### config.mk
export PLATFORM = sky130hd
export DESIGN_NAME = mhb_quant
export DESIGN_NICKNAME = d
export VERILOG_FILES = /design/src/sv/mhb_pkg.sv /design/src/sv/mhb_quant.sv
export SDC_FILE = /design/constraint.sdc
export NUM_CORES = 1
export LEC_CHECK = 0
export ABC_AREA = 1
export BUFFER_PORTS_ARGS = -buffer_cell sky130_fd_sc_hd__buf_2
export CAP_MARGIN = 20
export CORE_MARGIN = 1
export CORE_UTILIZATION = 40
export CTS_BUF_LIST = sky130_fd_sc_hd__clkbuf_4 sky130_fd_sc_hd__clkbuf_8 sky130_fd_sc_hd__clkbuf_16
export CTS_CLUSTER_SIZE = 24
export DETAILED_ROUTE_END_ITERATION = 10
export SYNTH_ARGS = -nofsm -noshare
export SYNTH_HDL_FRONTEND = slang
export SYNTH_SLANG_ARGS = --single-unit
### constraint.sdc
create_clock -name clk -period 1.9 [get_ports clk]
set_input_delay 0 -clock clk [delete_from_list [all_inputs] [get_ports clk]]
set_output_delay 0 -clock clk [all_outputs]
set_load 0.05 [all_outputs]
### src/sv/mhb_pkg.sv
// Shared types and constants of the multidimensional histogram binner.
package mhb_pkg;

	typedef enum logic [1:0] {
		OP_FEED  = 2'd0,
		OP_QUERY = 2'd1,
		OP_PRUNE = 2'd2,
		OP_NONE  = 2'd3
	} op_t;

	localparam int CFG_IDX_W  = 3;
	localparam int CFG_DATA_W = 16;

	localparam logic [CFG_IDX_W-1:0] CFG_LOW_X   = 3'd0;
	localparam logic [CFG_IDX_W-1:0] CFG_LOW_Y   = 3'd1;
	localparam logic [CFG_IDX_W-1:0] CFG_LOW_Z   = 3'd2;
	localparam logic [CFG_IDX_W-1:0] CFG_SCALE_X = 3'd3;
	localparam logic [CFG_IDX_W-1:0] CFG_SCALE_Y = 3'd4;
	localparam logic [CFG_IDX_W-1:0] CFG_SCALE_Z = 3'd5;
	localparam logic [CFG_IDX_W-1:0] CFG_BINS    = 3'd6;

	localparam int COORD_W  = 16;
	localparam int INDEX_W  = 9;
	localparam int THRESH_W = 24;
	localparam int BCOUNT_W = 24;
	localparam int TOTAL_W  = 32;
	localparam int PRUNED_W = 10;
	localparam int BINS_W   = 4;
	localparam int AXES     = 3;

	typedef struct packed {
		op_t                        op;
		logic signed [COORD_W-1:0]  coord_0;
		logic signed [COORD_W-1:0]  coord_1;
		logic signed [COORD_W-1:0]  coord_2;
		logic        [INDEX_W-1:0]  query_bin;
		logic        [THRESH_W-1:0] threshold;
	} cmd_t;

	typedef struct packed {
		logic [INDEX_W-1:0]  bin_index;
		logic [BCOUNT_W-1:0] bin_count;
		logic [TOTAL_W-1:0]  total_count;
		logic [PRUNED_W-1:0] pruned_bins;
	} result_t;

	// one operand set for the shared quantizer
	typedef struct packed {
		logic                      issue;
		logic signed [COORD_W-1:0] coord;
		logic signed [COORD_W-1:0] low_edge;
		logic        [COORD_W-1:0] scale;
	} quant_req_t;

endpackage

### src/sv/mhb_quant.sv
// Shared quantizer: subtract, multiply by scale, register, then clamp to a bin digit.
module mhb_quant #(
	parameter int MAX_STEPS = 8,
	localparam int DW = (MAX_STEPS > 1) ? $clog2(MAX_STEPS) : 1
) (
	input  logic                clk,
	input  logic                arst_n,
	input  mhb_pkg::quant_req_t req,
	input  logic [DW-1:0]       bins_m1,
	output logic                vld,
	output logic [DW-1:0]       digit
);

	import mhb_pkg::*;

	logic signed [COORD_W:0]     diff;
	logic                        zero;
	logic [2*COORD_W-1:0]        prod;
	logic                        vld_s1;
	logic                        zero_s1;
	logic [2*COORD_W-1:0]        prod_s1;
	logic [2*COORD_W-9:0]        qval;

	always_comb begin
		diff = {req.coord[COORD_W-1], req.coord} - {req.low_edge[COORD_W-1], req.low_edge};
		zero = diff[COORD_W] || (diff == '0) || (req.scale == '0);
		prod = diff[COORD_W-1:0] * req.scale;
	end

	always_ff @(posedge clk or negedge arst_n) begin
		if (!arst_n) begin
			vld_s1 <= 1'b0;
		end else begin
			vld_s1 <= req.issue;
		end
	end

	always_ff @(posedge clk) begin
		zero_s1 <= zero;
		prod_s1 <= prod;
	end

	// drop the eight fraction bits, then clamp to the last bin
	always_comb begin
		qval = prod_s1[2*COORD_W-1:8];
		if (zero_s1) begin
			digit = '0;
		end else if (qval > (2*COORD_W-8)'(bins_m1)) begin
			digit = bins_m1;
		end else begin
			digit = DW'(qval);
		end
		vld = vld_s1;
	end

endmodule

# Word-level counts from Yosys, hierarchy flattened
# Index checks and enable logic that the tools add are counted.
[word_totals]
word_cells = 12
register_bits = 34
[classes]
add_sub_neg = 1
muxes = 2
order_cmp = 1
n_reduce_logical = 4
mul = 1
[ops]
columns = ["op", "n"]
rows = [
  ["multiplier 16 x 16 -> 32 bit", 1],
  ["> comparator 24 x 3 -> 1 bit", 1],
  ["logical NOT 17 bit", 1],
  ["subtractor 16 x 16 -> 17 bit", 1],
  ["logical NOT 16 bit", 1],
  ["two-way mux 3 bit", 2],
  ["logical OR 1 bit", 2],
]

# Longest topological paths before layout
# Gate-level depths: netlist of the first run.
[logic_depth]
ltp_word = 4
depth_mapped = 36
ltp_nobuf = 35

# Least setup slack after synthesis of the first run
# Ideal clock, no wire load.
[synth_timing]
path_kind = "input port to flip-flop"
from = "in req[32] (netlist bit)"
to = "reg prod_s1[24]"
path_slack_ns = -4.067
path_buffers = 1
setup_time_ns = 0.120
cell_stages = 31
t_required_ns = 1.780
t_arrival_ns = 5.848
cell_sequence = "inv_1 > ha_1 > inv_1 > fa_1 > nand2_1 > nand2_1 > nand3_1 > nand2_1 > nand2_1 > nand2_1 > xor2_2 > buf_4 > inv_4 > nor2_1 > fa_1 > inv_1 > fa_1 > inv_1 > fa_1 > fa_1 > fa_1 > inv_1 > fa_1 > inv_1 > ha_1 > a21oi_1 > a21boi_0 > o21ai_0 > nand2_1 > nand3_1 > xor2_1"
[synth_via]
elab_chain_len = 2
[synth_lines]
columns = ["item", "line", "rtl"]
rows = [
  ["start, declared", "mhb_quant.sv:8", "input mhb_pkg::quant_req_t req,"],
  ["subtractor 16 x 16 -> 17 bit", "mhb_quant.sv:25", "diff = {req.coord[COORD_W-1], req.coord} - {req.low_edge[COORD_W-1], req.low_edge};"],
  ["multiplier 16 x 16 -> 32 bit", "mhb_quant.sv:27", "prod = diff[COORD_W-1:0] * req.scale;"],
  ["via prod[24]", "mhb_quant.sv:18", "logic [2*COORD_W-1:0] prod;"],
  ["end signal, assigned", "mhb_quant.sv:40", "prod_s1 <= prod;"],
  ["end, declared", "mhb_quant.sv:21", "logic [2*COORD_W-1:0] prod_s1;"],
]
# The timed path passes the listed nets, and every way through them passes these cells.

# Worst setup path in the final report of the first run
[layout_timing]
from = "in req[32] (netlist bit)"
to = "reg prod_s1[14]"
# Same word-level chain as after synthesis.

==> results.md, run 1 <==
* Critical path's slowest cell: fa_1
* Yosys reg bits at 26
* Crit. End Element: flip-flop
* Final hold viol count at 0
* Final Instance Area at 13900 um2
* First-pass GRT wire length at 49400 um
* Vias at 9744
* Sequential area share after synthesis at 5.04%
* Slew Limit Fails at 0
* Vias in the first global route at between 9000 and 10000
* Avg Inst Size Synth at approximately 7.3 um2
* Max-cap viol count at 0
* Die area at 26700 um2
* Root Driver: clkbuf_16
* CP Launch Type: input port
* Period utilization at 307%
* Kind of critical path: in2reg
* Row Count at 58
* Clk slew on worst S/H paths at 0.06 ns
* Area growth syn-to-layout at 33.5%
* Chip Width at between 150 and 200 um
* Critical Path AT at 5.98 ns
* Total clock sinks at 26
* CP required at 2.04 ns
* Period minus WS final at 5.83 ns
* Mean routed wirelength per cell at 14.7 um
* Layout Nets at 2062
* Synthesized net count at about 1800
* Deepest clock path buffer count at 2
* Initial core utilization at 41.1%
* PortBufs at 57
* Post-Route Utilization at 54.8%
* Count of final setup violators at 25
* Worst slew margin at 63.1%
* Fin worst setup slack at -3.93 ns
* Synth Instances at approximately 1400
* Netlist Area Pre-Place at 10400 um2
* YS warnings at 0
* Initial antenna violation count at 0
* Most frequent CP cell: fa_1
* Congestion Overflow GR at 0
* Avg Vias per Cell at 4.82
* Crit Path Max Fanout at 4
* Failing checks: setup timing
* Yosys cell types at 35
* Layout cells sized above 1 at between 20 and 30%
* Multi-input logic area at 9400 um2
* Fmax at 0.171 GHz
* Die Ht at roughly 160 um
* Worst min path class: in2async
* Drt total wl at 29800 um
* Reg area at between 500 and 600 um2
* Detail Route Antenna Nets at 0
* Antenna Cells at 0
* DR pass1 iterations at 5
* Final HPWL DP at 26100 um
* H-tree depth at 1
* Worst slew pin tran at roughly 0.55 ns
* RSZ-0062 raised after global routing: true
* CP max stage delay at 0.56 ns
* Placed standard-cell area at 13000 um2
* 1st-iter DRT viols at 611
* GP Congestion at 0.903
* DR DRC count at 0
* Largest net degree at the start of global routing at 15
* GRT Overall Usage at around a quarter
* IO Pins at slightly below 60
* CORE AREA at 25400 um2
* FILL cells at ~2400
* Clock tree from TritonCTS: built
* Inserted Clock Buffers at 3
* Run status: finished with violations
[critical path, delay by kind of cell]
family          cells  cell delay (ns)
buf+inv             9             0.72
compound gates      3             0.55
fa+ha+maj           9             3.76
xor+xnor            2             0.33
simple gates        8             0.60
[timing repair]
| item | CTS | global route |
|---|---|---|
| hold buffers | 2 | 0 |
| setup buffers | 7 | 10 |
| setup endpoints to repair | 25 | 28 |
| pin swaps | 58 | 70 |
| hold endpoints to repair | 2 | 0 |
| resized for setup | 82 | 107 |
[cell usage after synthesis]
| library cell | instances | area share, % |
|---|---|---|
| a21oi_2 | 1 | 0.084 |
| inv_4 | 1 | 0.060 |
| dfrtp_1 | 1 | 0.24 |
| nor2_2 | 6 | 0.36 |
| xnor2_1 | 4 | 0.34 |
| nand2_2 | 5 | 0.30 |
| buf_2 | 3 | 0.14 |
| inv_2 | 9 | 0.32 |
| nor2_1 | 182 | 6.5 |
| nor4_1 | 9 | 0.54 |
| dfxtp_1 | 25 | 4.8 |
| clkinv_1 | 1 | 0.036 |
| inv_1 | 352 | 13 |
| buf_4 | 2 | 0.14 |
| a21oi_1 | 43 | 2.1 |
| and2_1 | 3 | 0.18 |
| o311ai_0 | 2 | 0.17 |
| o21ai_1 | 1 | 0.048 |
| nand3_1 | 40 | 1.9 |
| xnor2_2 | 1 | 0.16 |
| buf_1 | 1 | 0.036 |
| nand4_1 | 6 | 0.36 |
| xor2_2 | 2 | 0.31 |
| a21o_1 | 7 | 0.50 |
| a21boi_0 | 3 | 0.22 |
| nand2_1 | 337 | 12 |
| o21ai_0 | 12 | 0.58 |
| ha_1 | 120 | 14 |
| o21bai_1 | 7 | 0.50 |
| fa_1 | 194 | 37 |
| a31o_2 | 1 | 0.084 |
| xor2_1 | 11 | 0.92 |
| nor3_1 | 15 | 0.72 |
| clkbuf_1 | 21 | 0.76 |
| o211ai_1 | 2 | 0.14 |
[through the flow]
| step | setup TNS (ns) | setup WS, ns | hold WS, ns | cells |
|---|---|---|---|---|
| 3_5_place_dp | -99.42 | -4.40 | -0.224 | 2003 |
| 6_report | -90.12 | -3.93 | 0.0543 | 2023 |
| 3_3_place_gp | -98.21 | -4.35 | -0.226 | 2003 |
| 4_1_cts | -88.38 | -3.88 | 0.0348 | 2015 |
| 2_1_floorplan | -84.43 | -3.71 | -0.296 | 1430 |
| 5_1_grt | -95.71 | -4.13 | 0.0621 | 2023 |
[final timing paths]
kind	slack, ns	to	from
max	-3.93	prod_s1[14]$_DFF_P_	req[32]
min	0.05	vld$_DFF_PN0_	arst_n
max in group asynchronous	1.76	vld$_DFF_PN0_	arst_n
min in group clk	0.38	digit[1]	bins_m1[1]
[layout make-up]
cell class / instances / share of cell area (%)
clock buffer: 4 / 0.638
inverter: 363 / 10.1
multi-input combinational: 1014 / 67.5
sequential: 26 / 3.78
tap: 330 / 2.96
timing repair buffer: 286 / 15.1
[layer usage]
metal	track usage (%)	vias to the layer above	share of wire [%]
li1	-	4742	-
met1	32.8	4731	46
met2	39.9	229	47
met3	1.45	42	4.6
met4	5.51	0	2.6
met5	0	-	0
[kinds of logic (layout without fill, tap and decap cells)]
logic type | Yosys count | in the layout | synth area share, %
adder cells (fa/ha/maj) | 314 | 314 | 51.6
AO/OA/AOI/OAI | 79 | 79 | 4.39
AND/OR/NAND/NOR | 603 | 603 | 23.1
buffers and inverters | 390 | 653 | 14.2
XOR/XNOR | 18 | 18 | 1.73
flip-flops | 26 | 26 | 5.04
[cells in the final DEF (no fill, tap or decap), types with 4 or more instances in the layout]
master | Yosys | final
nand3_2 | 0 | 4
fa_1 | 194 | 186
nor2_1 | 182 | 151
nand2_2 | 5 | 40
a21oi_4 | 0 | 4
xor2_2 | 2 | 4
o21ai_1 | 1 | 4
ha_4 | 0 | 21
nand2_4 | 0 | 13
inv_2 | 9 | 24
nor2_4 | 0 | 11
o21ai_2 | 0 | 4
nor3_1 | 15 | 7
buf_4 | 2 | 216
a21oi_1 | 43 | 23
nor2_2 | 6 | 26
ha_2 | 0 | 4
nand3_1 | 40 | 33
ha_1 | 120 | 95
nor4_1 | 9 | 8
xor2_1 | 11 | 8
dfxtp_1 | 25 | 24
nor3_2 | 0 | 6
fa_2 | 0 | 8
a21o_1 | 7 | 7
buf_2 | 3 | 53
xnor2_1 | 4 | 4
buf_6 | 0 | 12
a21oi_2 | 1 | 17
inv_4 | 1 | 6
inv_1 | 352 | 329
nand4_1 | 6 | 6
nand2_1 | 337 | 289
[registers in the layout (all words and copies together), names as in the netlist]
signal	count
zero_s1	1
prod_s1	24
vld	1
Power of run 1 is left out: the tool's default activity adds up to more than one toggle a clock period on the data nets, which glitch-free logic cannot reach.
==> run 2, diff against run 1 <==
SETUP_SLACK_MARGIN = 0.3   (was unset)
==> run 2 against run 1 <==
- the flow still finishes with violations (setup timing)
- highest routed layer unchanged
- global-route usage rose by 0.16 points
- fmax rose by 2.4%
- critical path depth did not move
- sequential share of layout area fell by 0.14 points
- sequential cell count did not move
==> results.md, run 2 (synthesized netlist as in run 1, its figures left out) <==
* Detail Route Antenna Nets at 0
* First-pass GRT wire length at slightly below 50000 um
* Kind of critical path: in2reg
* Inserted Clock Buffers at 3
* CP required at 2.05 ns
* Congestion Overflow GR at 0
* Vias in the first global route at ~10000
* Failing checks: setup timing
* Largest net degree at the start of global routing at 16
* Most common cell after layout, fill and taps aside: inv_1
* Fin worst setup slack at -3.80 ns
* Row Count at 58
* Initial core utilization at between 40 and 50%
* Fin Hold WS at between 0.03 and 0.04 ns
* Layout Nets at 2069
* Post-Layout Cell Count at 2030
* Placed standard-cell area at around 13000 um2
* Critical path's slowest cell: fa_2
* Multi-input logic area at 9750 um2
* Deepest clock path buffer count at 2
* FILL cells at about 2400
* CORE AREA at 25400 um2
* Final hold viol count at 0
* RSZ-0062 raised after global routing: true
* Avg Vias per Cell at 4.82
* Layout cells sized above 1 at approximately 34%
* Slew Limit Fails at 0
* PortBufs at 57
* Clock tree from TritonCTS: built
* Total clock sinks at 26
* Max-cap viol count at 0
* Chip Width at 163 um
* Period minus WS final at 5.70 ns
* Run status: finished with violations
* Root Driver: clkbuf_16
* Initial antenna violation count at 0
* Worst slew margin at 63.4%
* Count of final setup violators at 25
* Period utilization at 300%
* CP Launch Type: input port
* Most frequent CP cell: nand2_4
* Die area at 26700 um2
* H-tree depth at 1
* Max FFs per register at 24
* Clk slew on worst S/H paths at 0.06 ns
* Area growth syn-to-layout at 38.5%
* Critical Path AT at 5.85 ns
* Fmax at 0.176 GHz
* Antenna Cells at 0
* Most flops, register: prod_s1
* IO Pins at 58
* Placed Instances at 1996
* GRT Overall Usage at 23.7%
* Crit Path Max Fanout at 4
* DR DRC count at 0
* Die Ht at 163 um
* 1st-iter DRT viols at 628
* Most frequent cells in the layout: inv_1 (316), nand2_1 (265), buf_4 (214), fa_1 (178), nor2_1 (142)
* Drt total wl at 30100 um
* Mean routed wirelength per cell at around 15 um
* DR pass1 iterations at 5
* Worst min path class: in2async
* Worst slew pin tran at around 0.54 ns
* Vias at 9787
* Final Instance Area at 14400 um2
* CP max stage delay at 0.54 ns
* Final HPWL DP at about 26000 um
* GP Congestion at 0.900
* Crit. End Element: flip-flop
* Reg area at 527 um2
[run 2: changes by cell type in the layout (fill, tap and decap cells not counted), moves of 5 or more]
cell / previous run / this run
nand2_4: 13 / 22
inv_1: 329 / 316
fa_2: 8 / 16
fa_1: 186 / 178
ha_1: 95 / 90
ha_4: 21 / 27
nor2_2: 26 / 31
nand3_2: 4 / 9
nand2_2: 40 / 54
nand2_1: 289 / 265
nor2_1: 151 / 142
inv_2: 24 / 36
[run 2: cell type report]
class	count	share of cell area, %
clock buffer	3	0.520
clock inverter	1	0.208
inverter	363	9.74
multi-input combinational	1014	67.5
sequential	26	3.65
tap	330	2.86
timing repair buffer	293	15.5
[run 2: timing repair]
| action | 4_1_cts | 5_1_grt |
|---|---|---|
| hold buffers | 2 | 0 |
| setup buffers | 12 | 15 |
| pin swaps | 72 | 73 |
| setup endpoints to repair | 28 | 28 |
| cloned | 1 | 0 |
| endpoints found under the hold margin | 2 | 0 |
| gates resized for setup | 144 | 142 |
[run 2: how the worst max path moves through the flow]
stage,start,to,slack (ns),cells after the start
after floorplan,req[32],prod_s1[30]$_DFF_P_,-3.71,34
after global placement,req[32],prod_s1[26]$_DFF_P_,-4.22,31
after detailed placement,req[32],prod_s1[30]$_DFF_P_,-4.24,31
after CTS,req[32],prod_s1[30]$_DFF_P_,-3.78,33
after global routing,req[32],prod_s1[29]$_DFF_P_,-4.05,34
final,req[32],prod_s1[21]$_DFF_P_,-3.80,31
[run 2: metal layers]
| layer | routed length (um) | track usage [%] | vias up |
|---|---|---|---|
| met1 | 13400 | 32.6 | 4746 |
| li1 | - | - | 4754 |
| met5 | 0 | 0 | - |
| met3 | 1650 | 2.13 | 31 |
| met4 | 374 | 3.16 | 0 |
| met2 | 14600 | 41.2 | 256 |
[run 2: per-stage QoR]
step / setup TNS (ns) / utilization, % / setup slack (ns)
finish: -87.37 / 56.9 / -3.80
global placement: -96.92 / 51.2 / -4.22
CTS: -86.94 / 54.1 / -3.78
global route: -92.75 / 56.9 / -4.05
floorplan: -84.43 / - / -3.71
detailed placement: -97.71 / 51.2 / -4.24
[run 2: critical path, delay by kind of cell]
family          cells  cell delay, ns
buf+inv             7            0.56
compound gates      2            0.48
simple gates       12            0.91
xor+xnor            1            0.18
fa+ha+maj           9            3.69
Power of run 2 is left out for the same reason.
